### src/sv/pbc_pkg.sv
// shared types, constants and helper functions for the polyline to bezier block
// used by every module of the block; depends on nothing
package pbc_pkg;

    // coordinate and arithmetic widths
    localparam int COORD_W      = 24;
    localparam int DIFF_W       = COORD_W + 1;
    localparam int SCALE_W      = 16;
    localparam int FRAC_W       = 14;
    localparam int PROD_W       = DIFF_W + SCALE_W + 1;
    localparam int OFS_W        = PROD_W - FRAC_W;
    localparam int SUM_W        = OFS_W + 2;
    localparam int RND_BIAS     = 1 << (FRAC_W - 1);

    localparam logic [SCALE_W-1:0] SCALE_RESET = 16'd5461;

    // chunking
    localparam int CHUNK_POINTS = 8;
    localparam int FILL_W       = $clog2(CHUNK_POINTS);

    // results per item and queue sizing
    localparam int STEP_W       = 3;
    localparam int QUEUE_DEPTH  = 4;
    localparam int QPTR_W       = $clog2(QUEUE_DEPTH);
    localparam int QCNT_W       = QPTR_W + 1;

    // stream widths
    localparam int TDATA_W      = 2 * COORD_W;
    localparam int TUSER_W      = 2;

    // saturation bounds
    localparam logic signed [SUM_W-1:0] SAT_HI = SUM_W'((1 << (COORD_W - 1)) - 1);
    localparam logic signed [SUM_W-1:0] SAT_LO = -SAT_HI - SUM_W'(1);

    typedef logic signed [COORD_W-1:0] coord_t;
    typedef logic signed [DIFF_W-1:0]  diff_t;
    typedef logic signed [PROD_W-1:0]  prod_t;
    typedef logic signed [OFS_W-1:0]   ofs_t;
    typedef logic signed [SUM_W-1:0]   sum_t;

    typedef struct packed {
        coord_t y;
        coord_t x;
    } point_t;

    typedef struct packed {
        diff_t y;
        diff_t x;
    } diff_pair_t;

    // kind of curve fragment a point produces
    typedef enum logic [1:0] {
        JOB_TWO  = 2'd0,   // two-point curve: a, a+o, b-o, b
        JOB_OPEN = 2'd1,   // curve opening: first anchor and its control
        JOB_MID  = 2'd2,   // inner point: p-o, p, p+o
        JOB_MIDC = 2'd3    // inner point that closes the chunk
    } job_kind_t;

    typedef struct packed {
        job_kind_t  kind;
        point_t     p;
        point_t     q;
        diff_pair_t d1;
        diff_pair_t d2;
    } job_t;

    // which offset a result uses
    typedef enum logic [1:0] {
        OFS_NONE = 2'd0,
        OFS_ONE  = 2'd1,
        OFS_TWO  = 2'd2
    } ofs_sel_t;

    typedef struct packed {
        logic     use_q;
        ofs_sel_t ofs;
        logic     neg;
        logic     start;
        logic     stop;
        logic     fin;
    } step_t;

    // per-result recipe for each job kind
    function automatic step_t step_info(job_kind_t kind, logic [STEP_W-1:0] idx);
        step_t s;
        s = '0;
        case (kind)
            JOB_TWO:
            begin
                case (idx)
                    3'd0: s.start = 1'b1;
                    3'd1: s.ofs = OFS_ONE;
                    3'd2:
                    begin
                        s.use_q = 1'b1;
                        s.ofs   = OFS_ONE;
                        s.neg   = 1'b1;
                    end
                    default:
                    begin
                        s.use_q = 1'b1;
                        s.stop  = 1'b1;
                        s.fin   = 1'b1;
                    end
                endcase
            end
            JOB_OPEN:
            begin
                case (idx)
                    3'd0: s.start = 1'b1;
                    default:
                    begin
                        s.ofs = OFS_ONE;
                        s.fin = 1'b1;
                    end
                endcase
            end
            JOB_MID:
            begin
                case (idx)
                    3'd0:
                    begin
                        s.ofs = OFS_ONE;
                        s.neg = 1'b1;
                    end
                    3'd1: s.ofs = OFS_NONE;
                    default:
                    begin
                        s.ofs = OFS_ONE;
                        s.fin = 1'b1;
                    end
                endcase
            end
            default:
            begin
                case (idx)
                    3'd0:
                    begin
                        s.ofs = OFS_ONE;
                        s.neg = 1'b1;
                    end
                    3'd1: s.ofs = OFS_NONE;
                    3'd2: s.ofs = OFS_ONE;
                    3'd3:
                    begin
                        s.use_q = 1'b1;
                        s.ofs   = OFS_TWO;
                        s.neg   = 1'b1;
                    end
                    default:
                    begin
                        s.use_q = 1'b1;
                        s.stop  = 1'b1;
                        s.fin   = 1'b1;
                    end
                endcase
            end
        endcase
        return s;
    endfunction

    // product scaled down by 2^14, rounded to nearest, ties away from zero
    function automatic ofs_t round_scale(prod_t prod);
        prod_t biased;
        prod_t shifted;
        biased  = prod + (prod[PROD_W-1] ? $signed(PROD_W'(RND_BIAS - 1))
                                         : $signed(PROD_W'(RND_BIAS)));
        shifted = biased >>> FRAC_W;
        return shifted[OFS_W-1:0];
    endfunction

    // clamp a wide sum to the coordinate range
    function automatic coord_t sat_coord(sum_t v);
        sum_t c;
        if (v > SAT_HI)
        begin
            c = SAT_HI;
        end
        else if (v < SAT_LO)
        begin
            c = SAT_LO;
        end
        else
        begin
            c = v;
        end
        return c[COORD_W-1:0];
    endfunction

endpackage

### src/sv/pbc_queue.sv
// short job queue between the front and back ends
// depends on pbc_pkg
module pbc_queue (
    input  logic          clk,
    input  logic          rst_n,
    input  logic          push,
    input  pbc_pkg::job_t push_job,
    output logic          full,
    output logic          pop_valid,
    input  logic          pop,
    output pbc_pkg::job_t pop_job
);
    import pbc_pkg::*;

    job_t               mem_reg [QUEUE_DEPTH];
    logic [QPTR_W-1:0]  wr_ptr_reg;
    logic [QPTR_W-1:0]  rd_ptr_reg;
    logic [QCNT_W-1:0]  count_reg;
    logic               do_push;
    logic               do_pop;

    assign full      = (count_reg == QCNT_W'(QUEUE_DEPTH));
    assign pop_valid = (count_reg != '0);
    assign do_push   = push && !full;
    assign do_pop    = pop && pop_valid;
    assign pop_job   = mem_reg[rd_ptr_reg];

    // pointers and fill count
    always_ff @(posedge clk or negedge rst_n)
    begin
        if (!rst_n)
        begin
            wr_ptr_reg <= '0;
            rd_ptr_reg <= '0;
            count_reg  <= '0;
        end
        else
        begin
            if (do_push)
            begin
                wr_ptr_reg <= wr_ptr_reg + QPTR_W'(1);
            end
            if (do_pop)
            begin
                rd_ptr_reg <= rd_ptr_reg + QPTR_W'(1);
            end
            if (do_push && !do_pop)
            begin
                count_reg <= count_reg + QCNT_W'(1);
            end
            else if (do_pop && !do_push)
            begin
                count_reg <= count_reg - QCNT_W'(1);
            end
        end
    end

    // storage
    always_ff @(posedge clk)
    begin
        if (do_push)
        begin
            mem_reg[wr_ptr_reg] <= push_job;
        end
    end

endmodule

### config.mk
export PLATFORM = sky130hd
export DESIGN_NAME = pbc_queue
export DESIGN_NICKNAME = d
export VERILOG_FILES = /design/src/sv/pbc_pkg.sv /design/src/sv/pbc_queue.sv
export SDC_FILE = /design/constraint.sdc
export NUM_CORES = 1
export LEC_CHECK = 0
export BUFFER_PORTS_ARGS = -buffer_cell sky130_fd_sc_hd__clkbuf_2
export CORE_ASPECT_RATIO = 1.25
export CORE_MARGIN = 2
export CORE_UTILIZATION = 30
export CTS_CLUSTER_DIAMETER = 60
export CTS_CLUSTER_SIZE = 40
export DETAILED_ROUTE_END_ITERATION = 16
export SLEW_MARGIN = 20
export SYNTH_ARGS = -nofsm -noshare
export SYNTH_HDL_FRONTEND = slang
export SYNTH_SLANG_ARGS = --single-unit
### constraint.sdc
create_clock -name clk -period 17.6 [get_ports clk]
set_input_delay 2.64 -clock clk [delete_from_list [all_inputs] [get_ports clk]]
set_output_delay 2.64 -clock clk [all_outputs]
set_load 0.05 [all_outputs]
# Yosys cells after proc, flatten, opt, wreduce, memory -nomap -nowiden
# Memory sizes are Yosys's and may differ from the RTL's.
# Index checks and enable logic that the tools add are counted.
word_totals:
  regBits: 7
  latch_bits: 0
  ramBits: 792
  romBits: 0
  in_bits: 202
  out_inout_bits: 200
  word_cells: 22
  mem_count: 1
mem_list:
  columns: ["memory", "depth", "width", "rd", "rd_ports_with_merged_regs", "write_ports", "line_no", "rtl"]
  rows:
  - ["mem_reg", 4, 198, 1, 0, 1, "pbc_queue.sv:15", "job_t mem_reg [QUEUE_DEPTH];"]
op_classes:
  n_addsub: 4
  mul: 0
  div: 0
  magnitude_cmp: 0
  eq_ne: 1
  n_shift: 0
  mux: 4
  n_bitwise: 0
  reduce_logical: 9
ops:
  columns: ["op", "count"]
  rows:
  - ["3-bit two-way mux", 2]
  - ["2-bit by 1-bit adder with 2-bit output, second input constant", 2]
  - ["1-bit logical AND", 4]
  - ["3-bit by 1-bit adder with 3-bit output, second input constant", 1]
  - ["3-bit == test, second input constant", 1]
  - ["1-bit zero test", 3]
  - ["3-bit nonzero test", 1]
  - ["3-bit by 1-bit subtractor with 3-bit output, second input constant", 1]
  - ["1-bit two-way mux", 2]
  - ["2-bit nonzero test", 1]

# Depth between registers and ports, before layout
logic_depth:
  depth_word: 7
  mapped_depth: 9
  mapped_depth_nobuf: 8

# Least setup slack after synthesis
# Ideal clock, no wire load.
synth_path:
  path_kind: "input -> register"
  from: "in push"
  to: "mem mem_reg[0][0] in the netlist's numbering (enable)"
  arrival_ns: 7.432
  t_required_ns: 17.017
  slack_ns: 9.585
  cell_stages: 3
  cell_sequence: "nor2b_1 -> buf_2 -> and2_1"
synth_via:
  elab_chain_cells: 3
synth_lines:
  columns: ["item", "line_no", "rtl"]
  rows:
  - ["from (decl)", "pbc_queue.sv:6", "input logic push,"]
  - ["1-bit logical AND", "pbc_queue.sv:24", "assign do_push = push && !full;"]
  - ["named net do_push", "pbc_queue.sv:19", "logic do_push;"]
  - ["1-bit two-way mux", "pbc_queue.sv:61", "if (do_push)"]
  - ["1-bit two-way mux (implied by the code)", "pbc_queue.sv:63", "mem_reg[wr_ptr_reg] <= push_job;"]
  - ["to (decl)", "pbc_queue.sv:15", null]
# The timed path passes the listed nets, and every way through them passes these cells.

==> flow_metrics.py <==
metrics = {
    "outcome": {
        "outcome": "finished clean",
    },
    "cells_and_area": {
        "area_growth_pct": 18.2,
        "layout-drive-gt1-share_pct": 46.4,
        "final_nets": 1701,
        "largest_reg_flops": 792,
    },
    "placed_design": {
        "dp_slack_ns": 11.24,
        "place_hpwl_um": 36000,
        "portBuffers": 401,
        "gp_congestion": 0.698,
    },
    "logic_synthesis": {
        "ys_ff_latch": 799,
        "yosysTopAreaCell": "edfxtp_1",
        "synth_commonest_cells": "792 x edfxtp_1, 198 x mux4_2, 22 x buf_2, 22 x buf_6, 7 x dfrtp_1",
        "synth_top_flop_cell": "edfxtp_1",
        "seq_area_frac_synth_pct": 82.6,
        "syn_inst": 1069,
        "synth.avg_cell_area_um2": 27.1,
        "synthesis.nets": 1277,
        "synth_cell_types": 19,
        "ys_warn_count": 0,
        "synth_area_leaders": "edfxtp_1 82%, mux4_2 15%, buf_6 0.85%",
        "synth_edf_count": 792,
        "synthArstFlopShare_pct": 0.876,
        "synth_most_common_cell": "edfxtp_1",
        "synth_top_area_share_pct": 82.0,
        "synth.cell_area_mm2": 0.0290,
    },
    "route": {
        "dr.pass1.iters": 4,
        "routed.top_layer": "met5",
        "wl_met3_um": 4900,
        "wl_per_cell_um": 20.3,
        "drt_iter0_markers": 908,
        "m1WireLength_um": 22000,
        "avgViaCountPerCell": 4.43,
        "ant_nets": 0,
        "drc": 0,
        "wl_um": 57300,
        "route.met2.wl_um": 29000,
        "vias": 12526,
    },
    "sta": {
        "period_share_pct": 37.7,
        "slew-limit-headroom_pct": 31.9,
        "setup_ws_ns": 10.96,
        "rsz0062_at_grt": "false",
        "fin_crit_ns": 6.64,
        "drv_slew": 0,
        "final-hold-violation-count": 0,
        "worstMarginPinSlew_ns": 1.02,
        "fin_hold_ws_ns": 0.495,
        "setup_viol": 0,
        "finalSetupTns_ns": 0,
        "skew_ns": 0.0321,
        "fmax_mhz": 151,
    },
    "cts": {
        "htreeDepth": 2,
        "clock_latency_ns": 0.62,
        "cts_tree": "done",
        "clkSinkCount": 799,
        "cts_setup_buffers": 0,
        "cts_resized": 0,
        "clockBufferDepth": 3,
        "clk_pin_slew_ns": 0.09,
        "cts_buffers": 47,
        "cts_root_buffer": "clkbuf_16",
        "cts_hold_buf": 0,
    },
    "pwr": {
        "p_int_mw": 3.82,
        "combPwrFrac_pct": 39.6,
        "switching_power_mw": 2.69,
        "ir_worst_vdd_mv": 0.113,
        "pwr_density_cell_mw_per_mm2": 190,
        "swShare_pct": 41.3,
        "sequentialPowerShare_pct": 40.3,
        "clock_power_share_pct": 20.0,
        "p_leak_nw": 11.3,
    },
    "die": {
        "die_h_um": 352,
        "placementRows": 127,
        "start_util_pct": 30.2,
        "die-area_mm2": 0.0992,
        "core_area_mm2": 0.0960,
        "floorplan.die.width_um": 282,
        "ios": 402,
    },
    "global_route": {
        "grt_pass1_wl_um": 85000,
        "antenna_found_initial": 12,
        "grt_overflow_total": 0,
        "grt_usage_pct": 11.4,
        "grt_max_degree": 62,
        "grt_pass1_vias": 13404,
    },
    "critical_path": {
        "critPathArrivalTime_ns": 4.00,
        "r2r-start": "count_reg[2]",
        "criticalPathCategory": "reg -> out",
        "r2r_slack_ns": 13.86,
        "critical_path.reg2reg.endpoint": "mem_reg[2][118]",
        "path_max_fanout": 45,
        "start_kind": "flip-flop",
        "r2r_cells": 5,
        "worst_setup_path_end_kind": "output pin",
        "cp_data_required_time_ns": 14.96,
    },
    "job": {
        "maxCapViolations": 0,
    },
    "hold_path": {
        "hold-path-endpoint": "count_reg[2]",
        "hp-class": "reg -> reg",
        "worstHoldPathCells": 1,
        "min_from": "count_reg[2]",
    },
}
==> cell families after synthesis <==
logic type | count (synthesis) | share of synthesized area, %
flops | 799 | 82.6
mux | 200 | 15.4
buf+inv | 48 | 1.30
simple gates | 10 | 0.216
xor+xnor | 6 | 0.181
fa+ha+maj | 6 | 0.285
==> per-layer routing <==
| metal | track usage (%) | vias up |
|---|---|---|
| li1 | - | 5487 |
| met1 | 13.4 | 6626 |
| met2 | 19.2 | 310 |
| met3 | 4.25 | 85 |
| met4 | 3.51 | 18 |
| met5 | 0 | - |
==> area by class of cell <==
class                   count  area, um^2
repair buffers            420        2150
multi-input cells         222        4690
diodes                      5        12.5
well taps                1290        1610
flip-flops and latches    799       24000
inverters                   3        11.3
clock buffers              51        1230
fillers                  8857       61700
clock inverters            36         603
==> power groups by stage <==
| stage | Clock (mW) | Sequential [mW] | Combinational [mW] |
|---|---|---|---|
| 3_5_place_dp | 0 | 2.68 | 2.63 |
| 6_report | 1.30 | 2.63 | 2.58 |
| 2_1_floorplan | 0 | 2.68 | 2.09 |
| 4_1_cts | 1.35 | 2.64 | 2.64 |
| 5_1_grt | 1.41 | 2.67 | 2.72 |
| 3_3_place_gp | 0 | 2.66 | 2.63 |
==> stage by stage <==
stage	instance area (um^2)	cells	util [%]	total power [mW]
floorplan	29000	1069	-	4.77
CTS	34300	2821	35.7	6.62
detailed placement	32400	2734	33.8	5.32
global placement	32400	2734	33.8	5.28
finish	34300	2826	35.7	6.51
global route	34300	2824	35.7	6.80
==> layout by cell type, fill, tap and decap left out <==
cell        count
clkbuf_2      401
inv_12          4
clkinv_8        7
clkinv_1        1
dfrtp_4         2
mux4_2        198
diode_2         5
xnor2_1         4
fa_1            1
and2_4          4
clkinvlp_4      2
nor2b_1         1
nand3_1         1
inv_8           6
clkbuf_1        2
dfrtp_1         5
buf_4          18
nor3b_2         1
clkinv_16       6
edfxtp_1      792
nand2_1         1
nor2_1          1
inv_6           2
bufinv_16       1
clkinv_2        2
buf_6           1
ha_1            5
inv_16          5
inv_1           3
mux2_2          2
or3_1           1
clkbuf_16      49
xor2_1          2
==> how the worst max path moves through the flow <==
| stage | end | startpoint | cells after the start | slack [ns] |
|---|---|---|---|---|
| floorplan | mem_reg[0][0] | push | 3 | 9.59 |
| global placement | pop_job[94] | rd_ptr_reg[0] | 4 | 11.26 |
| detailed placement | pop_job[94] | rd_ptr_reg[0] | 4 | 11.24 |
| CTS | pop_job[94] | rd_ptr_reg[0] | 4 | 10.56 |
| global route | pop_job[154] | rd_ptr_reg[0] | 4 | 10.51 |
| finish | pop_job[146] | rd_ptr_reg[0] | 4 | 10.96 |
==> worst max-delay path: stages, from the launching register on <==
cell and delay (ns):
dfrtp_4 0.84, buf_4 0.72, buf_4 0.80, mux4_2 0.62
clkbuf_2 0.27
(Power assumes the default switching activity.)
