## src/sv/pbc_pkg.sv

```systemverilog
// shared types, constants and helper functions for the polyline to bezier block
// used by every module of the block; depends on nothing
package pbc_pkg;

    // coordinate and arithmetic widths
    localparam int COORD_W      = 24;
    localparam int DIFF_W       = COORD_W + 1;
    localparam int SCALE_W      = 16;
    localparam int FRAC_W       = 14;
    localparam int PROD_W       = DIFF_W + SCALE_W + 1;
    localparam int OFS_W        = PROD_W - FRAC_W;
    localparam int SUM_W        = OFS_W + 2;
    localparam int RND_BIAS     = 1 << (FRAC_W - 1);

    localparam logic [SCALE_W-1:0] SCALE_RESET = 16'd5461;

    // chunking
    localparam int CHUNK_POINTS = 8;
    localparam int FILL_W       = $clog2(CHUNK_POINTS);

    // results per item and queue sizing
    localparam int STEP_W       = 3;
    localparam int QUEUE_DEPTH  = 4;
    localparam int QPTR_W       = $clog2(QUEUE_DEPTH);
    localparam int QCNT_W       = QPTR_W + 1;

    // stream widths
    localparam int TDATA_W      = 2 * COORD_W;
    localparam int TUSER_W      = 2;

    // saturation bounds
    localparam logic signed [SUM_W-1:0] SAT_HI = SUM_W'((1 << (COORD_W - 1)) - 1);
    localparam logic signed [SUM_W-1:0] SAT_LO = -SAT_HI - SUM_W'(1);

    typedef logic signed [COORD_W-1:0] coord_t;
    typedef logic signed [DIFF_W-1:0]  diff_t;
    typedef logic signed [PROD_W-1:0]  prod_t;
    typedef logic signed [OFS_W-1:0]   ofs_t;
    typedef logic signed [SUM_W-1:0]   sum_t;

    typedef struct packed {
        coord_t y;
        coord_t x;
    } point_t;

    typedef struct packed {
        diff_t y;
        diff_t x;
    } diff_pair_t;

    // kind of curve fragment a point produces
    typedef enum logic [1:0] {
        JOB_TWO  = 2'd0,   // two-point curve: a, a+o, b-o, b
        JOB_OPEN = 2'd1,   // curve opening: first anchor and its control
        JOB_MID  = 2'd2,   // inner point: p-o, p, p+o
        JOB_MIDC = 2'd3    // inner point that closes the chunk
    } job_kind_t;

    typedef struct packed {
        job_kind_t  kind;
        point_t     p;
        point_t     q;
        diff_pair_t d1;
        diff_pair_t d2;
    } job_t;

    // which offset a result uses
    typedef enum logic [1:0] {
        OFS_NONE = 2'd0,
        OFS_ONE  = 2'd1,
        OFS_TWO  = 2'd2
    } ofs_sel_t;

    typedef struct packed {
        logic     use_q;
        ofs_sel_t ofs;
        logic     neg;
        logic     start;
        logic     stop;
        logic     fin;
    } step_t;

    // per-result recipe for each job kind
    function automatic step_t step_info(job_kind_t kind, logic [STEP_W-1:0] idx);
        step_t s;
        s = '0;
        case (kind)
            JOB_TWO:
            begin
                case (idx)
                    3'd0: s.start = 1'b1;
                    3'd1: s.ofs = OFS_ONE;
                    3'd2:
                    begin
                        s.use_q = 1'b1;
                        s.ofs   = OFS_ONE;
                        s.neg   = 1'b1;
                    end
                    default:
                    begin
                        s.use_q = 1'b1;
                        s.stop  = 1'b1;
                        s.fin   = 1'b1;
                    end
                endcase
            end
            JOB_OPEN:
            begin
                case (idx)
                    3'd0: s.start = 1'b1;
                    default:
                    begin
                        s.ofs = OFS_ONE;
                        s.fin = 1'b1;
                    end
                endcase
            end
            JOB_MID:
            begin
                case (idx)
                    3'd0:
                    begin
                        s.ofs = OFS_ONE;
                        s.neg = 1'b1;
                    end
                    3'd1: s.ofs = OFS_NONE;
                    default:
                    begin
                        s.ofs = OFS_ONE;
                        s.fin = 1'b1;
                    end
                endcase
            end
            default:
            begin
                case (idx)
                    3'd0:
                    begin
                        s.ofs = OFS_ONE;
                        s.neg = 1'b1;
                    end
                    3'd1: s.ofs = OFS_NONE;
                    3'd2: s.ofs = OFS_ONE;
                    3'd3:
                    begin
                        s.use_q = 1'b1;
                        s.ofs   = OFS_TWO;
                        s.neg   = 1'b1;
                    end
                    default:
                    begin
                        s.use_q = 1'b1;
                        s.stop  = 1'b1;
                        s.fin   = 1'b1;
                    end
                endcase
            end
        endcase
        return s;
    endfunction

    // product scaled down by 2^14, rounded to nearest, ties away from zero
    function automatic ofs_t round_scale(prod_t prod);
        prod_t biased;
        prod_t shifted;
        biased  = prod + (prod[PROD_W-1] ? $signed(PROD_W'(RND_BIAS - 1))
                                         : $signed(PROD_W'(RND_BIAS)));
        shifted = biased >>> FRAC_W;
        return shifted[OFS_W-1:0];
    endfunction

    // clamp a wide sum to the coordinate range
    function automatic coord_t sat_coord(sum_t v);
        sum_t c;
        if (v > SAT_HI)
        begin
            c = SAT_HI;
        end
        else if (v < SAT_LO)
        begin
            c = SAT_LO;
        end
        else
        begin
            c = v;
        end
        return c[COORD_W-1:0];
    endfunction

endpackage

```

## src/sv/pbc_back.sv

```systemverilog
// back end: scales tangents, rounds, and emits control points one per cycle
// when the output is not stalled; depends on pbc_pkg
module pbc_back (
    input  logic                            clk,
    input  logic                            rst_n,
    input  logic [pbc_pkg::SCALE_W-1:0]     scale,
    input  logic                            job_valid,
    input  pbc_pkg::job_t                   job,
    output logic                            job_pop,
    output logic                            out_valid,
    input  logic                            out_ready,
    output pbc_pkg::point_t                 out_point,
    output logic                            out_start,
    output logic                            out_stop,
    output logic                            out_last
);
    import pbc_pkg::*;

    // multiply stage
    logic               s1_valid_reg;
    job_kind_t          s1_kind_reg;
    point_t             s1_p_reg;
    point_t             s1_q_reg;
    prod_t              s1_m1x_reg;
    prod_t              s1_m1y_reg;
    prod_t              s1_m2x_reg;
    prod_t              s1_m2y_reg;

    // emit stage
    logic               s2_valid_reg;
    job_kind_t          s2_kind_reg;
    point_t             s2_p_reg;
    point_t             s2_q_reg;
    ofs_t               s2_o1x_reg;
    ofs_t               s2_o1y_reg;
    ofs_t               s2_o2x_reg;
    ofs_t               s2_o2y_reg;
    logic [STEP_W-1:0]  step_reg;
    logic [STEP_W-1:0]  step_next;

    // output register
    logic               out_valid_reg;
    point_t             out_point_reg;
    logic               out_start_reg;
    logic               out_stop_reg;
    logic               out_last_reg;

    logic               out_load;
    logic               s2_done;
    logic               s2_take;
    logic               s1_take;
    step_t              info;
    point_t             base;
    ofs_t               ofs_x;
    ofs_t               ofs_y;
    sum_t               sum_x;
    sum_t               sum_y;
    logic signed [SCALE_W:0] scale_s;

    assign scale_s  = $signed({1'b0, scale});
    assign info     = step_info(s2_kind_reg, step_reg);
    assign out_load = s2_valid_reg && (!out_valid_reg || out_ready);
    assign s2_done  = out_load && info.fin;
    assign s2_take  = !s2_valid_reg || s2_done;
    assign s1_take  = !s1_valid_reg || s2_take;
    assign job_pop  = job_valid && s1_take;

    // multiply stage
    always_ff @(posedge clk or negedge rst_n)
    begin
        if (!rst_n)
        begin
            s1_valid_reg <= 1'b0;
        end
        else if (s1_take)
        begin
            s1_valid_reg <= job_valid;
        end
    end

    always_ff @(posedge clk)
    begin
        if (job_pop)
        begin
            s1_kind_reg <= job.kind;
            s1_p_reg    <= job.p;
            s1_q_reg    <= job.q;
            s1_m1x_reg  <= job.d1.x * scale_s;
            s1_m1y_reg  <= job.d1.y * scale_s;
            s1_m2x_reg  <= job.d2.x * scale_s;
            s1_m2y_reg  <= job.d2.y * scale_s;
        end
    end

    // step counter of the emit stage
    always_comb
    begin
        step_next = step_reg;
        if (s2_take)
        begin
            step_next = '0;
        end
        else if (out_load)
        begin
            step_next = step_reg + STEP_W'(1);
        end
    end

    always_ff @(posedge clk or negedge rst_n)
    begin
        if (!rst_n)
        begin
            s2_valid_reg <= 1'b0;
            step_reg     <= '0;
        end
        else
        begin
            step_reg <= step_next;
            if (s2_take)
            begin
                s2_valid_reg <= s1_valid_reg;
            end
        end
    end

    // round the products on the way into the emit stage
    always_ff @(posedge clk)
    begin
        if (s2_take && s1_valid_reg)
        begin
            s2_kind_reg <= s1_kind_reg;
            s2_p_reg    <= s1_p_reg;
            s2_q_reg    <= s1_q_reg;
            s2_o1x_reg  <= round_scale(s1_m1x_reg);
            s2_o1y_reg  <= round_scale(s1_m1y_reg);
            s2_o2x_reg  <= round_scale(s1_m2x_reg);
            s2_o2y_reg  <= round_scale(s1_m2y_reg);
        end
    end

    // anchor plus or minus the chosen offset
    always_comb
    begin
        base = info.use_q ? s2_q_reg : s2_p_reg;
        case (info.ofs)
            OFS_ONE:
            begin
                ofs_x = s2_o1x_reg;
                ofs_y = s2_o1y_reg;
            end
            OFS_TWO:
            begin
                ofs_x = s2_o2x_reg;
                ofs_y = s2_o2y_reg;
            end
            default:
            begin
                ofs_x = '0;
                ofs_y = '0;
            end
        endcase
        if (info.neg)
        begin
            sum_x = SUM_W'(base.x) - SUM_W'(ofs_x);
            sum_y = SUM_W'(base.y) - SUM_W'(ofs_y);
        end
        else
        begin
            sum_x = SUM_W'(base.x) + SUM_W'(ofs_x);
            sum_y = SUM_W'(base.y) + SUM_W'(ofs_y);
        end
    end

    // output register
    always_ff @(posedge clk or negedge rst_n)
    begin
        if (!rst_n)
        begin
            out_valid_reg <= 1'b0;
        end
        else if (out_load)
        begin
            out_valid_reg <= 1'b1;
        end
        else if (out_ready)
        begin
            out_valid_reg <= 1'b0;
        end
    end

    always_ff @(posedge clk)
    begin
        if (out_load)
        begin
            out_point_reg.x <= sat_coord(sum_x);
            out_point_reg.y <= sat_coord(sum_y);
            out_start_reg   <= info.start;
            out_stop_reg    <= info.stop;
            out_last_reg    <= info.fin;
        end
    end

    assign out_valid = out_valid_reg;
    assign out_point = out_point_reg;
    assign out_start = out_start_reg;
    assign out_stop  = out_stop_reg;
    assign out_last  = out_last_reg;

endmodule

```

## config.mk

```make
export PLATFORM = sky130hd
export DESIGN_NAME = pbc_back
export DESIGN_NICKNAME = d
export VERILOG_FILES = /design/src/sv/pbc_pkg.sv /design/src/sv/pbc_back.sv
export SDC_FILE = /design/constraint.sdc
export NUM_CORES = 2
export LEC_CHECK = 0
export ABC_AREA = 1
export ABC_CLOCK_PERIOD_IN_PS = 31600
export BUFFER_PORTS_ARGS = -buffer_cell sky130_fd_sc_hd__clkbuf_2
export CAP_MARGIN = 20
export CORE_ASPECT_RATIO = 1.75
export CORE_MARGIN = 2
export CORE_UTILIZATION = 45
export CTS_CLUSTER_SIZE = 28
export DETAILED_ROUTE_END_ITERATION = 8
export GPL_ROUTABILITY_DRIVEN = 0
export PLACE_DENSITY = 0.65
export SYNTH_ARGS = -nofsm -noshare
export SYNTH_HDL_FRONTEND = slang
export SYNTH_SLANG_ARGS = --single-unit
export TNS_END_PERCENT = 1
```

## constraint.sdc

```tcl
create_clock -name clk -period 31.6 [get_ports clk]
set_clock_uncertainty 0.05 [all_clocks]
set_input_delay 4.74 -clock clk [delete_from_list [all_inputs] [get_ports clk]]
set_output_delay 4.74 -clock clk [all_outputs]
set_load 0.01 [all_outputs]
```

---- After elaboration in Yosys (flattened, before gate mapping) ----
Cells that the tools add are included.
operators by class
  add/sub/neg operators ................... 9
  $mul .................................... 4
  magnitude comparators ................... 4
  equality and inequality tests ........... 7
  multiplexer cells ....................... 32
  reduce and logical (&&, ||, !) cells .... 22
operator list
  operator                count
  $add A42 B15 Y42        4
  $mul A25 B17 Y42        4
  $pmux W28 S2            2
  $gt A30 B24 Y1 const B  2
  $lt A30 B24 Y1 const B  2
  $mux W30                2
  $add A24 B28 Y29        2
  $sub A24 B28 Y29        2
  $mux W14                4
  $mux W24                2
  $mux W48                1
  $reduce_or A2 Y1        6
  $mux W1                 11
  $eq A3 B2 Y1 const B    2
  $mux W3                 2
  $pmux W1 S3             2
  $pmux W2 S3             1
  $eq A2 B1 Y1 const B    2
  $eq A2 B2 Y1 const B    2
  $logic_and A1 B1 Y1     4
  $mux W2                 2
  $pmux W1 S2             2
  $pmux W2 S2             1
  $reduce_bool A2 Y1      2
  other kinds (8)         12
word-level totals
  register bits after elaboration ......... 533
  input bits .............................. 218
  output and inout bits ................... 53
  logic and storage cells ................. 105

---- Logic depth before layout (Yosys ltp) ----
  word-level depth ........................ 10
  depth in mapped cells ................... 40
  mapped depth without buffers ............ 37

---- Worst setup path after synthesis ----
No wires, ideal clock.
  path type ............................... in2out
  start ................................... input out_ready
  end ..................................... output job_pop
  arrival time ............................ 18.003 ns
  data required time ...................... 26.810 ns
  slack ................................... 8.807 ns
  cell stages on the path ................. 4
  path buffers ............................ 0
  path through ............................ nor2_1 > o21ai_0 > inv_1 > a21oi_1
on the way
  word-level cells in the longest chain between the ends .. 6
RTL lines
  element              RTL line        text
  start, declared      pbc_back.sv:11  input logic out_ready,
  $logic_or A1 B1 Y1   pbc_back.sv:62  assign out_load = s2_valid_reg && (!out_valid_reg || out_ready);
  $logic_and A1 B1 Y1  pbc_back.sv:62
  $logic_and A1 B1 Y1  pbc_back.sv:63  assign s2_done = out_load && info.fin;
  $logic_or A1 B1 Y1   pbc_back.sv:64  assign s2_take = !s2_valid_reg || s2_done;
  $logic_or A1 B1 Y1   pbc_back.sv:65  assign s1_take = !s1_valid_reg || s2_take;
  $logic_and A1 B1 Y1  pbc_back.sv:66  assign job_pop = job_valid && s1_take;
  end, declared        pbc_back.sv:9   output logic job_pop,
Every way passes these cells.

---- Worst setup path after layout ----
Same ends and word-level chain as after synthesis.

==> flow_summary_export.csv <==
group,metric,value,unit
worst_setup_path,cpMostUsedCell,"clkbuf_2",
worst_setup_path,startpoint_type,"input pin",
yosys,post-synth-top-count-cell,"nand2_1",
yosys,synth.distinct_cells,55,
clocking,clock_latency,0.63,ns
worst_setup_path,startpoint,"out_ready",
route,drtPass1Iterations,8,
worst_setup_path,cp_max_fo,20,
cells_and_area,num-fill-cells,18500,
clocking,cts-hold-fix-buffers,0,
worst_setup_path,critPathSlowestCell,"a21oi_4",
yosys,syn_nets,13000,
worst_hold_path,min_path_type,"reg2reg",
timing,slew_violations,0,
clocking,cts-root-buf,"clkbuf_16",
route,dr.first_iter.drc_count,4385,
yosys,ys_warn_count,0,
timing,setup_tns,0,ns
yosys,synth_compound_area_frac,0.0415,
worst_setup_path,rr_endpoint,"out_point[25]",
worst_setup_path,critPathArrivalTime,6.61,ns
yosys,synth_cells,10700,
timing,setup_viol,0,
die,pin_count,271,
timing,fin_crit,11.40,ns
run_status,violations,"DRC",
worst_setup_path,critical_path_class,"in2out",
timing,relSlewSlack,0.339,
cells_and_area,syn_to_final_growth,5.73,%
clocking,cts_tree,"done",
cells_and_area,layout.nets,12900,
yosys,synth_top_family_by_area,"adder cells",
yosys,ys_top_cells_by_count,"nand2_1 (2950), inv_1 (2828), fa_1 (1566), ha_1 (529), edfxtp_1 (527)",
timing,tightest_slew,0.992,ns
yosys,synth_top_cell_area_share,0.357,
yosys,yosysTopAreaCell,"fa_1",
worst_setup_path,r2r_slack,25.04,ns
worst_setup_path,cp.required,26.81,ns
yosys,netlist_area,87900,sq um
worst_setup_path,crit_end,"job_pop",
yosys,yosys-top-cells-area,"fa_1 (36%), edfxtp_1 (18%), nand2_1 (13%), inv_1 (12%), ha_1 (7.5%)",
timing,rsz0062_at_grt,"no",
worst_setup_path,crit_chain,"clkbuf_2 -> nor2_1 -> o21ai_0 -> inv_1 -> a21oi_4 -> buf_4 -> clkbuf_2",
route,vias,68300,
grt,grt_start_max_net_pins,81,
timing,hold_violations,0,
worst_setup_path,timing.rr.start,"step_reg[0]",
clocking,cts_inserted_buffers,50,
clocking,cts_max_level,2,
yosys,synth-simple-area-share,0.171,
die,die-area,199000,sq um
route,vias_per_cell,5.15,
worst_setup_path,cp-end-kind,"output port",
yosys,synth_top_flop_cell,"edfxtp_1",
route,drc_errors,2,
clocking,clk_pin_slew,0.07,ns
route,wl_per_cell,19.1,microns
run_status,outcome,"complete, but fails checks",
worst_setup_path,slowest_delay,0.56,ns
yosys,synth_fa_ha_area_frac,0.432,
yosys,synth-async-reset-ratio,0.0113,
cells_and_area,layout-drive-gt1-share,0.0437,
grt,overflow,0,
timing,fmax,87.7,MHz
yosys,synth-seq-cells,533,
die,die_y,589,microns
route,wirelength,254,mm
grt,grt_pass1_wl,398,mm
yosys,ys_seq_area_frac,0.182,
timing,fin_crit_sh,0.361,
die,dieWidth,338,microns
die,initial_core_util,0.453,
clocking,cts.sinks,533,
placed_design,post-dp-hpwl,206,mm
grt,first_global_vias,74300,
worst_setup_path,reg2reg_depth,34,
job,drv_cap,0,
yosys,syn_area_per_cell,8.23,sq um
die,coreArea,194000,sq um
grt,antenna_found_initial,39,
placed_design,io_buffers,270,
yosys,synth_xor_area_frac,0.0327,
yosys,synth_edf_count,527,
yosys,synthMuxAreaShare,0.000228,
die,placementRows,214,
route,final_antenna_net_count,0,
clocking,ctsResizeCount,0,
grt,grt.total_usage,0.257,
clocking,clockBufferDepth,3,
clocking,postCtsSetupBuffers,0,
## stage by stage
stage	utilization	hold WS, ns	std cells	area (sq um)	setup WS, ns
2_1_floorplan	-	0.350	10700	87900	8.81
3_3_place_gp	0.469	0.353	13200	91100	19.88
3_5_place_dp	0.469	0.355	13200	91100	19.67
4_1_cts	0.479	0.363	13300	92900	20.06
5_1_grt	0.479	0.374	13300	92900	19.89
6_report	0.479	0.362	13300	93000	20.20
## critical path, delay by kind of cell
family	cells	cell delay [ns]
buffers and inverters	4	0.91
AO/OA/AOI/OAI	2	0.85
AND/OR/NAND/NOR	1	0.08
## area by class of cell
type                            count  area [sq um]  share of cell area
Tap cell                         2592          3240              0.0349
Inverter                         2835         10600               0.114
Multi-Input combinational cell   6891         59600               0.641
Sequential cell                   533         16000               0.172
Clock inverter                     40           490             0.00528
Clock buffer                       54          1290              0.0139
Antenna cell                       11          27.5            0.000296
Timing Repair Buffer              307          1690              0.0182
## logic make-up (layout without fill, tap and decap cells)
| group | count (synthesis) | after routing |
|---|---|---|
| flops | 533 | 533 |
| simple gates | 3812 | 3812 |
| compound gates | 654 | 654 |
| buf+inv | 3252 | 3236 |
| mux | 2 | 2 |
| fa+ha+maj | 2095 | 2095 |
| xor+xnor | 328 | 328 |
| other cells | 0 | 11 |
## worst min-delay path by stage
stage / from / depth (start not counted) / slack [ns] / endpoint
after floorplan: s1_kind_reg[0] / 0 / 0.35 / s2_kind_reg[0]
after global placement: s1_kind_reg[0] / 0 / 0.35 / s2_kind_reg[0]
after detailed placement: s1_kind_reg[0] / 0 / 0.35 / s2_kind_reg[0]
after CTS: s1_kind_reg[0] / 0 / 0.36 / s2_kind_reg[0]
after global routing: s1_q_reg[28] / 0 / 0.37 / s2_q_reg[28]
final: s1_kind_reg[0] / 0 / 0.36 / s2_kind_reg[0]
## cells in the final DEF (no fill, tap or decap), types with 7 or more instances in the layout
master     Yosys  final
ha_1         529    527
fa_1        1566   1566
diode_2        0     11
nor2_1       479    477
xor2_1       209    209
clkbuf_2       0    254
edfxtp_1     527    527
a31oi_1       50     50
bufinv_16      0      7
nand4_1       69     69
clkbuf_16      0     51
o21ai_0      163    163
clkinv_2       0      7
a21oi_1      319    318
nor3_1        47     47
nand3_1      167    167
inv_1       2828   2828
nand2_1     2950   2950
nor4_1        38     38
nand2_2       38     38
xnor2_1      119    119
o21a_1        13     13
a21boi_0      13     13
a21o_1        30     30
o21bai_1      29     29
inv_6          0      7
buf_4          3     52
## metal layers
layer  up-vias  wire length, microns  global-route usage
li1      31100                     -                   -
met4        44                 19300               0.167
met1     33700                 88500               0.274
met3       884                 15000              0.0356
met2      2500                131000               0.471
met5         -                   274                   0
Power is left out: the tool's default activity adds up to more than one toggle a clock period on the data nets, which glitch-free logic cannot reach.
