`config.mk`:
```
export PLATFORM = sky130hd
export DESIGN_NAME = pbc_front
export DESIGN_NICKNAME = d
export VERILOG_FILES = /design/src/sv/pbc_pkg.sv /design/src/sv/pbc_front.sv
export SDC_FILE = /design/constraint.sdc
export NUM_CORES = 1
export LEC_CHECK = 0
export BUFFER_PORTS_ARGS = -buffer_cell sky130_fd_sc_hd__buf_2
export CORE_ASPECT_RATIO = 1.1
export CORE_MARGIN = 2
export CORE_UTILIZATION = 40
export DETAILED_ROUTE_END_ITERATION = 16
export PLACE_DENSITY = 0.6
export SLEW_MARGIN = 20
export SYNTH_ARGS = -nofsm -noshare
export SYNTH_HDL_FRONTEND = slang
export SYNTH_SLANG_ARGS = --single-unit
```
`constraint.sdc`:
```
create_clock -name clk -period 4.8 [get_ports clk]
set_input_delay 0.24 -clock clk [delete_from_list [all_inputs] [get_ports clk]]
set_output_delay 0.24 -clock clk [all_outputs]
set_load 0.1 [all_outputs]
```
`src/sv/pbc_pkg.sv`:
```
// shared types, constants and helper functions for the polyline to bezier block
// used by every module of the block; depends on nothing
package pbc_pkg;

    // coordinate and arithmetic widths
    localparam int COORD_W      = 24;
    localparam int DIFF_W       = COORD_W + 1;
    localparam int SCALE_W      = 16;
    localparam int FRAC_W       = 14;
    localparam int PROD_W       = DIFF_W + SCALE_W + 1;
    localparam int OFS_W        = PROD_W - FRAC_W;
    localparam int SUM_W        = OFS_W + 2;
    localparam int RND_BIAS     = 1 << (FRAC_W - 1);

    localparam logic [SCALE_W-1:0] SCALE_RESET = 16'd5461;

    // chunking
    localparam int CHUNK_POINTS = 8;
    localparam int FILL_W       = $clog2(CHUNK_POINTS);

    // results per item and queue sizing
    localparam int STEP_W       = 3;
    localparam int QUEUE_DEPTH  = 4;
    localparam int QPTR_W       = $clog2(QUEUE_DEPTH);
    localparam int QCNT_W       = QPTR_W + 1;

    // stream widths
    localparam int TDATA_W      = 2 * COORD_W;
    localparam int TUSER_W      = 2;

    // saturation bounds
    localparam logic signed [SUM_W-1:0] SAT_HI = SUM_W'((1 << (COORD_W - 1)) - 1);
    localparam logic signed [SUM_W-1:0] SAT_LO = -SAT_HI - SUM_W'(1);

    typedef logic signed [COORD_W-1:0] coord_t;
    typedef logic signed [DIFF_W-1:0]  diff_t;
    typedef logic signed [PROD_W-1:0]  prod_t;
    typedef logic signed [OFS_W-1:0]   ofs_t;
    typedef logic signed [SUM_W-1:0]   sum_t;

    typedef struct packed {
        coord_t y;
        coord_t x;
    } point_t;

    typedef struct packed {
        diff_t y;
        diff_t x;
    } diff_pair_t;

    // kind of curve fragment a point produces
    typedef enum logic [1:0] {
        JOB_TWO  = 2'd0,   // two-point curve: a, a+o, b-o, b
        JOB_OPEN = 2'd1,   // curve opening: first anchor and its control
        JOB_MID  = 2'd2,   // inner point: p-o, p, p+o
        JOB_MIDC = 2'd3    // inner point that closes the chunk
    } job_kind_t;

    typedef struct packed {
        job_kind_t  kind;
        point_t     p;
        point_t     q;
        diff_pair_t d1;
        diff_pair_t d2;
    } job_t;

    // which offset a result uses
    typedef enum logic [1:0] {
        OFS_NONE = 2'd0,
        OFS_ONE  = 2'd1,
        OFS_TWO  = 2'd2
    } ofs_sel_t;

    typedef struct packed {
        logic     use_q;
        ofs_sel_t ofs;
        logic     neg;
        logic     start;
        logic     stop;
        logic     fin;
    } step_t;

    // per-result recipe for each job kind
    function automatic step_t step_info(job_kind_t kind, logic [STEP_W-1:0] idx);
        step_t s;
        s = '0;
        case (kind)
            JOB_TWO:
            begin
                case (idx)
                    3'd0: s.start = 1'b1;
                    3'd1: s.ofs = OFS_ONE;
                    3'd2:
                    begin
                        s.use_q = 1'b1;
                        s.ofs   = OFS_ONE;
                        s.neg   = 1'b1;
                    end
                    default:
                    begin
                        s.use_q = 1'b1;
                        s.stop  = 1'b1;
                        s.fin   = 1'b1;
                    end
                endcase
            end
            JOB_OPEN:
            begin
                case (idx)
                    3'd0: s.start = 1'b1;
                    default:
                    begin
                        s.ofs = OFS_ONE;
                        s.fin = 1'b1;
                    end
                endcase
            end
            JOB_MID:
            begin
                case (idx)
                    3'd0:
                    begin
                        s.ofs = OFS_ONE;
                        s.neg = 1'b1;
                    end
                    3'd1: s.ofs = OFS_NONE;
                    default:
                    begin
                        s.ofs = OFS_ONE;
                        s.fin = 1'b1;
                    end
                endcase
            end
            default:
            begin
                case (idx)
                    3'd0:
                    begin
                        s.ofs = OFS_ONE;
                        s.neg = 1'b1;
                    end
                    3'd1: s.ofs = OFS_NONE;
                    3'd2: s.ofs = OFS_ONE;
                    3'd3:
                    begin
                        s.use_q = 1'b1;
                        s.ofs   = OFS_TWO;
                        s.neg   = 1'b1;
                    end
                    default:
                    begin
                        s.use_q = 1'b1;
                        s.stop  = 1'b1;
                        s.fin   = 1'b1;
                    end
                endcase
            end
        endcase
        return s;
    endfunction

    // product scaled down by 2^14, rounded to nearest, ties away from zero
    function automatic ofs_t round_scale(prod_t prod);
        prod_t biased;
        prod_t shifted;
        biased  = prod + (prod[PROD_W-1] ? $signed(PROD_W'(RND_BIAS - 1))
                                         : $signed(PROD_W'(RND_BIAS)));
        shifted = biased >>> FRAC_W;
        return shifted[OFS_W-1:0];
    endfunction

    // clamp a wide sum to the coordinate range
    function automatic coord_t sat_coord(sum_t v);
        sum_t c;
        if (v > SAT_HI)
        begin
            c = SAT_HI;
        end
        else if (v < SAT_LO)
        begin
            c = SAT_LO;
        end
        else
        begin
            c = v;
        end
        return c[COORD_W-1:0];
    endfunction

endpackage

```
`src/sv/pbc_front.sv`:
```
// front end: accepts polyline points, tracks chunk state and classifies each point
// into a curve job; depends on pbc_pkg
module pbc_front (
    input  logic            clk,
    input  logic            rst_n,
    input  logic            in_valid,
    output logic            in_ready,
    input  pbc_pkg::point_t in_point,
    input  logic            in_last,
    input  logic            queue_full,
    output logic            push,
    output pbc_pkg::job_t   push_job
);
    import pbc_pkg::*;

    point_t              prev_reg;
    point_t              prev2_reg;
    point_t              tail_reg;
    logic [FILL_W-1:0]   fill_reg;
    logic                first_reg;

    logic                accept;
    logic                closes;
    logic                push_en;
    diff_pair_t          d_prev;
    diff_pair_t          d_prev2;
    diff_pair_t          d_tail;

    assign in_ready = !queue_full;
    assign accept   = in_valid && in_ready;
    assign closes   = in_last || (fill_reg == FILL_W'(CHUNK_POINTS - 1));

    // differences against the held points
    always_comb
    begin
        d_prev.x  = DIFF_W'(in_point.x) - DIFF_W'(prev_reg.x);
        d_prev.y  = DIFF_W'(in_point.y) - DIFF_W'(prev_reg.y);
        d_prev2.x = DIFF_W'(in_point.x) - DIFF_W'(prev2_reg.x);
        d_prev2.y = DIFF_W'(in_point.y) - DIFF_W'(prev2_reg.y);
        d_tail.x  = DIFF_W'(tail_reg.x) - DIFF_W'(in_point.x);
        d_tail.y  = DIFF_W'(tail_reg.y) - DIFF_W'(in_point.y);
    end

    // classify the point by its place in the chunk
    always_comb
    begin
        push_en       = 1'b1;
        push_job.kind = JOB_TWO;
        push_job.p    = prev_reg;
        push_job.q    = in_point;
        push_job.d1   = d_prev;
        push_job.d2   = d_prev;
        if (fill_reg == '0)
        begin
            // lone final point pairs with the tail of the previous chunk
            push_en     = in_last && !first_reg;
            push_job.p  = in_point;
            push_job.q  = tail_reg;
            push_job.d1 = d_tail;
        end
        else if (fill_reg == FILL_W'(1))
        begin
            push_job.kind = closes ? JOB_TWO : JOB_OPEN;
        end
        else
        begin
            push_job.kind = closes ? JOB_MIDC : JOB_MID;
            push_job.d1   = d_prev2;
        end
    end

    assign push = accept && push_en;

    // chunk bookkeeping
    always_ff @(posedge clk or negedge rst_n)
    begin
        if (!rst_n)
        begin
            fill_reg  <= '0;
            first_reg <= 1'b1;
        end
        else if (accept)
        begin
            if (in_last)
            begin
                fill_reg  <= '0;
                first_reg <= 1'b1;
            end
            else if (closes)
            begin
                fill_reg  <= '0;
                first_reg <= 1'b0;
            end
            else
            begin
                fill_reg <= fill_reg + FILL_W'(1);
            end
        end
    end

    // point history
    always_ff @(posedge clk)
    begin
        if (accept)
        begin
            prev2_reg <= prev_reg;
            prev_reg  <= in_point;
            if (closes && !in_last)
            begin
                tail_reg <= in_point;
            end
        end
    end

endmodule

```
# After elaboration in Yosys (flattened, before gate mapping)

Index checks and enable logic that the tools add are counted.

Add/subtract/negate cells: 7
$mul: 0
Div/mod/pow operators: 0
Order comparisons: 0
Eq/ne operators: 2
Shift-type cells: 0
Mux-type cells: 12
Bitwise operators: 0
Reductions and logical operators: 12

Operators with widths:

| operator                                            | count |
|---|---|
| subtractor 24 x 24 -> 25 bit                        | 6 |
| two-way mux 50 bit                                  | 2 |
| two-way mux 96 bit                                  | 1 |
| two-way mux 3 bit                                   | 2 |
| two-way mux 1 bit                                   | 5 |
| logical AND 1 bit                                   | 4 |
| two-way mux 2 bit                                   | 2 |
| AND reduction 2 bit                                 | 2 |
| adder 3 x 1 -> 3 bit, second input constant         | 1 |
| equality test 3 x 1 -> 1 bit, second input constant | 1 |
| equality test 3 bit, second input constant          | 1 |
| logical NOT 1 bit                                   | 3 |
| logical NOT 3 bit                                   | 1 |
| nonzero test 2 bit                                  | 1 |
| logical OR 1 bit                                    | 1 |

Bits in registers: 148
Bits in latches: 0
RAM bits: 0
Bits in read-only memories: 0
Input port bits: 53
Output and inout bits: 200
Word-level logic and storage cells: 41
Memories: 0

# Depth between registers and ports, before layout

Depth after elaboration: 5
Depth in mapped cells: 12
Gate-level depth less buffers: 12

# Worst setup path before layout

Ideal clock, no wire load.

Kind: reg2out
From: register prev_reg[24] (netlist bit)
To: output port push_job[97] (netlist bit)
Arrival time: 6.229 ns
Required time: 4.560 ns
Slack: -1.669 ns
Stages on the path, launching flop included: 12
Path buffers: 0
Cell sequence: edfxtp_1 ha_1 fa_1 nand2b_1 a211oi_1 o21ai_0 a21o_1 a31oi_1 a31oi_1 xnor2_1 nor2_1 a211oi_1

RTL lines:

| what                   | RTL line         | source |
|---|---|---|
| start, declared        | pbc_front.sv:16  | `point_t prev_reg;` |
| start signal, assigned | pbc_front.sv:107 | `prev_reg <= in_point;` |
| end, declared          | pbc_front.sv:12  | `output pbc_pkg::job_t push_job` |

==> load_flow_metrics.sql <==
INSERT INTO impl_metrics (metric_group, metric, value, unit) VALUES
('status', 'outcome', 'finished clean', ''),
('worst_setup_path', 'crit_path_cell_trace', 'ha_1 > nor2b_1 > o31ai_1 > a31oi_1 > o41ai_1 > a21oi_1 > a31oi_1 > o21ai_0 > xnor2_1 > mux2i_2 > buf_2', ''),
('synthesis', 'syn-instance-count', '1646', ''),
('cts', 'cts_tree', 'yes', ''),
('cts', 'htree_levels', '4', ''),
('routing', 'drt_wl_total', '42.3', 'mm'),
('worst_setup_path', 'slowest_stage_cell_cp', 'sky130_fd_sc_hd__o41ai_1', ''),
('timing', 'final.period_utilization', '92.0', '%'),
('min_path', 'min-delay-path-class', 'input pin to register', ''),
('min_path', 'whs_path_depth', '1', ''),
('global_route', 'vias_in_the_first_global_route', '12300', ''),
('timing', 'rsz_0062_raised_after_global_routing', 'false', ''),
('synthesis', 'synth_fp_nets', '1853', ''),
('routing', 'vias', '12700', ''),
('worst_setup_path', 'cpMostUsedCell', 'sky130_fd_sc_hd__a31oi_1', ''),
('floorplan', 'die-height', '199', 'um'),
('final_layout', 'drive_gt1_share', '18.9', '%'),
('timing', 'finalCriticalPeriod', '4.41', 'ns'),
('routing', 'highest-signal-layer', 'met4', ''),
('global_route', 'grt_max_degree', '153', ''),
('cts', 'cts_max_path_buffers', '2', ''),
('global_route', 'overall_fraction_of_global_route_tracks_in_use', '23.0', '%'),
('power_and_ir_drop', 'post-layout-total-power', '8.88', 'mW'),
('global_route', 'antenna_found_initial', '0', ''),
('timing', 'setup_viol', '0', ''),
('routing', 'final_antenna_net_count', '0', ''),
('min_path', 'hold-path-endpoint', 'tail_reg[24]$_DFFE_PP_', ''),
('synthesis', 'mapped_area', '0.0138', 'sq mm'),
('synthesis', 'synth-edff-count', '144', ''),
('timing', 'maxSlewHeadroom', '28.9', '%'),
('timing', 'final_hold_viol_count', '0', ''),
('worst_setup_path', 'critical_path.startpoint_type', 'register', ''),
('floorplan', 'initial_utilization', '40.5', '%'),
('timing', 'fmax', '227', 'MHz'),
('place', 'buffer_ports.inserted', '252', ''),
('global_route', 'grt_overflow', '0', ''),
('final_layout', 'num_antenna_cells', '0', ''),
('worst_setup_path', 'r2r_start', 'fill_reg[2]$_DFFE_PN0P_', ''),
('synthesis', 'avgSynthCellArea', '8.39', 'sq um'),
('final_layout', 'layout.cells.most_common_list', 'sky130_fd_sc_hd__buf_2, sky130_fd_sc_hd__inv_1, sky130_fd_sc_hd__nand2_1, sky130_fd_sc_hd__o21ai_0, sky130_fd_sc_hd__ha_1', ''),
('floorplan', 'die_x', '181', 'um'),
('global_route', 'grt_first_pass_wirelength', '65.1', 'mm'),
('worst_setup_path', 'cp.buffers_inverters', '1', ''),
('flow_run', 'max_cap_violations', '0', ''),
('worst_setup_path', 'worst-r2r-cell-count', '4', ''),
('routing', 'wl_met3', '2.18', 'mm'),
('power_and_ir_drop', 'power.density', '544', 'mW/mm^2'),
('cts', 'clkSinkCount', '148', ''),
('cts', 'clkTransAtPathRegs', '0.06', 'ns'),
('worst_setup_path', 'timing.critical_path.slowest_cell_delay', '0.51', 'ns'),
('floorplan', 'placement_rows', '71', ''),
('place', 'routabilityCongestion', '0.914', ''),
('worst_setup_path', 'critPathCaptureType', 'primary output', ''),
('worst_setup_path', 'worst-endpoint-required', '4.56', 'ns'),
('final_layout', 'nets', '2079', ''),
('floorplan', 'design.core.area', '0.0341', 'sq mm'),
('worst_setup_path', 'worst_path_dominant_cell_family', 'compound AO/OA/AOI/OAI gates', ''),
('min_path', 'hold_path.startpoint', 'in_point[24]', ''),
('power_and_ir_drop', 'power.static_leakage', '7.53', 'nW'),
('worst_setup_path', 'critical_path_peak_fanout', '4', ''),
('routing', 'drt_pass1_iterations', '5', ''),
('timing', 'worst_slew_pin_slew', '1.07', 'ns'),
('timing', 'fin_setup_tns', '0', 'ns'),
('final_layout', 'p_r_area_growth_vs_syn', '18.2', '%'),
('synthesis', 'synth_top_flop_cell', 'sky130_fd_sc_hd__edfxtp_1', ''),
('cts', 'cts_repair_resize_count', '0', ''),
('routing', 'met2RoutedLength', '20.7', 'mm'),
('worst_setup_path', 'critical_path_class', 'register to primary output', ''),
('floorplan', 'floorplan.die_area', '0.0360', 'sq mm'),
('worst_setup_path', 'flop_to_flop_setup_slack', '2.61', 'ns'),
('synthesis', 'ys_warn_count', '0', '');
==> Yosys cell counts, types with 4 or more instances <==
| cell type | number | area share, % |
|---|---|---|
| sky130_fd_sc_hd__a31oi_1 | 20 | 0.91 |
| sky130_fd_sc_hd__a311oi_1 | 5 | 0.32 |
| sky130_fd_sc_hd__nor2b_1 | 17 | 0.77 |
| sky130_fd_sc_hd__a22oi_1 | 5 | 0.27 |
| sky130_fd_sc_hd__o21a_1 | 25 | 1.4 |
| sky130_fd_sc_hd__fa_1 | 6 | 0.87 |
| sky130_fd_sc_hd__nand2_1 | 179 | 4.9 |
| sky130_fd_sc_hd__a211o_1 | 4 | 0.25 |
| sky130_fd_sc_hd__nand4_1 | 9 | 0.41 |
| sky130_fd_sc_hd__and3_1 | 15 | 0.68 |
| sky130_fd_sc_hd__or3_1 | 10 | 0.45 |
| sky130_fd_sc_hd__o211ai_1 | 14 | 0.76 |
| sky130_fd_sc_hd__a21o_1 | 52 | 2.8 |
| sky130_fd_sc_hd__or2_2 | 4 | 0.18 |
| sky130_fd_sc_hd__xor2_1 | 43 | 2.7 |
| sky130_fd_sc_hd__o21bai_1 | 7 | 0.38 |
| sky130_fd_sc_hd__xnor2_1 | 62 | 3.9 |
| sky130_fd_sc_hd__inv_1 | 181 | 4.9 |
| sky130_fd_sc_hd__and2_1 | 6 | 0.27 |
| sky130_fd_sc_hd__nand3_1 | 23 | 0.83 |
| sky130_fd_sc_hd__buf_1 | 8 | 0.22 |
| sky130_fd_sc_hd__nor3_1 | 25 | 0.91 |
| sky130_fd_sc_hd__o31ai_1 | 10 | 0.54 |
| sky130_fd_sc_hd__a21boi_0 | 5 | 0.27 |
| sky130_fd_sc_hd__nand2b_1 | 33 | 1.5 |
| sky130_fd_sc_hd__o41ai_1 | 5 | 0.32 |
| sky130_fd_sc_hd__a221o_1 | 4 | 0.29 |
| sky130_fd_sc_hd__ha_1 | 148 | 13 |
| sky130_fd_sc_hd__o21ai_0 | 161 | 5.8 |
| sky130_fd_sc_hd__edfxtp_1 | 144 | 31 |
| sky130_fd_sc_hd__clkbuf_1 | 45 | 1.2 |
| sky130_fd_sc_hd__a211oi_1 | 38 | 2.1 |
| sky130_fd_sc_hd__a21oi_1 | 138 | 5.0 |
| sky130_fd_sc_hd__o21ai_1 | 9 | 0.33 |
| sky130_fd_sc_hd__a22o_1 | 4 | 0.25 |
| sky130_fd_sc_hd__o31a_1 | 4 | 0.25 |
| sky130_fd_sc_hd__nor2_1 | 108 | 2.9 |
| sky130_fd_sc_hd__nor4_1 | 4 | 0.18 |
| sky130_fd_sc_hd__mux2i_1 | 8 | 0.58 |
==> cell families after synthesis <==
group,Yosys count,synth area share [%]
compound gates,552,25.3
simple gates,444,14.7
buf+inv,235,6.40
fa+ha+maj,154,14.3
flops,148,32.1
xor+xnor,105,6.66
mux,8,0.580
==> worst max path at each step <==
| stage | start | endpoint | cells after the start |
|---|---|---|---|
| floorplan | prev_reg[24]$_DFFE_PP_ | push_job[97] | 11 |
| global placement | in_point[1] | push_job[71] | 13 |
| detailed placement | in_point[1] | push_job[71] | 13 |
| CTS | tail_reg[1]$_DFFE_PP_ | push_job[71] | 11 |
| global route | prev_reg[24]$_DFFE_PP_ | push_job[97] | 12 |
| finish | tail_reg[1]$_DFFE_PP_ | push_job[71] | 11 |
==> area by class of cell <==
| cell class | instances | area (sq um) | area share (%) |
|---|---|---|---|
| clock buffers | 18 | 429 | 2.63 |
| clock inverters | 14 | 114 | 0.698 |
| inverters | 181 | 683 | 4.19 |
| multi-input cells | 1263 | 8760 | 53.7 |
| flip-flops and latches | 148 | 4430 | 27.1 |
| well taps | 438 | 548 | 3.36 |
| repair buffers | 261 | 1360 | 8.31 |
==> through the flow <==
stage / instance area, sq um / std cells / utilization, % / hold slack, ns / worst slack (ns)
3_5_place_dp: 15800 / 2290 / 46.2 / 0.0501 / 0.621
3_3_place_gp: 15800 / 2290 / 46.2 / 0.0492 / 0.670
2_1_floorplan: 14100 / 1646 / - / -0.0556 / -0.744
4_1_cts: 16300 / 2323 / 47.8 / 0.0173 / 0.345
6_report: 16300 / 2323 / 47.8 / 0.0423 / 0.386
5_1_grt: 16300 / 2323 / 47.8 / 0.0253 / 0.0391
==> worst reg2reg max path, stage by stage, from the launching register on <==
cell,delay (ns)
sky130_fd_sc_hd__dfrtp_1,0.51
sky130_fd_sc_hd__ha_1,0.25
sky130_fd_sc_hd__nand2_1,0.12
sky130_fd_sc_hd__nor2_4,0.67
sky130_fd_sc_hd__buf_12,0.30
==> per-layer routing <==
| layer | global-route usage, % | vias up |
|---|---|---|
| met1 | 29.0 | 5946 |
| met4 | 6.93 | 0 |
| met3 | 3.30 | 53 |
| li1 | - | 6371 |
| met2 | 40.8 | 374 |
| met5 | 0 | - |
==> what timing repair did <==
| action | 4_1_cts | 5_1_grt |
|---|---|---|
| endpoints found under the setup margin | 0 | 0 |
| setup buffers | 0 | 0 |
| hold buffers | 1 | 0 |
| endpoints found under the hold margin | 4 | 0 |
==> report_power, final <==
part	total, mW	internal (mW)	switching (mW)
clock network	1.31	0.709	0.606
logic	6.07	0.973	5.10
registers	1.50	1.47	0.0227
Power figures use the tool's default switching activity.
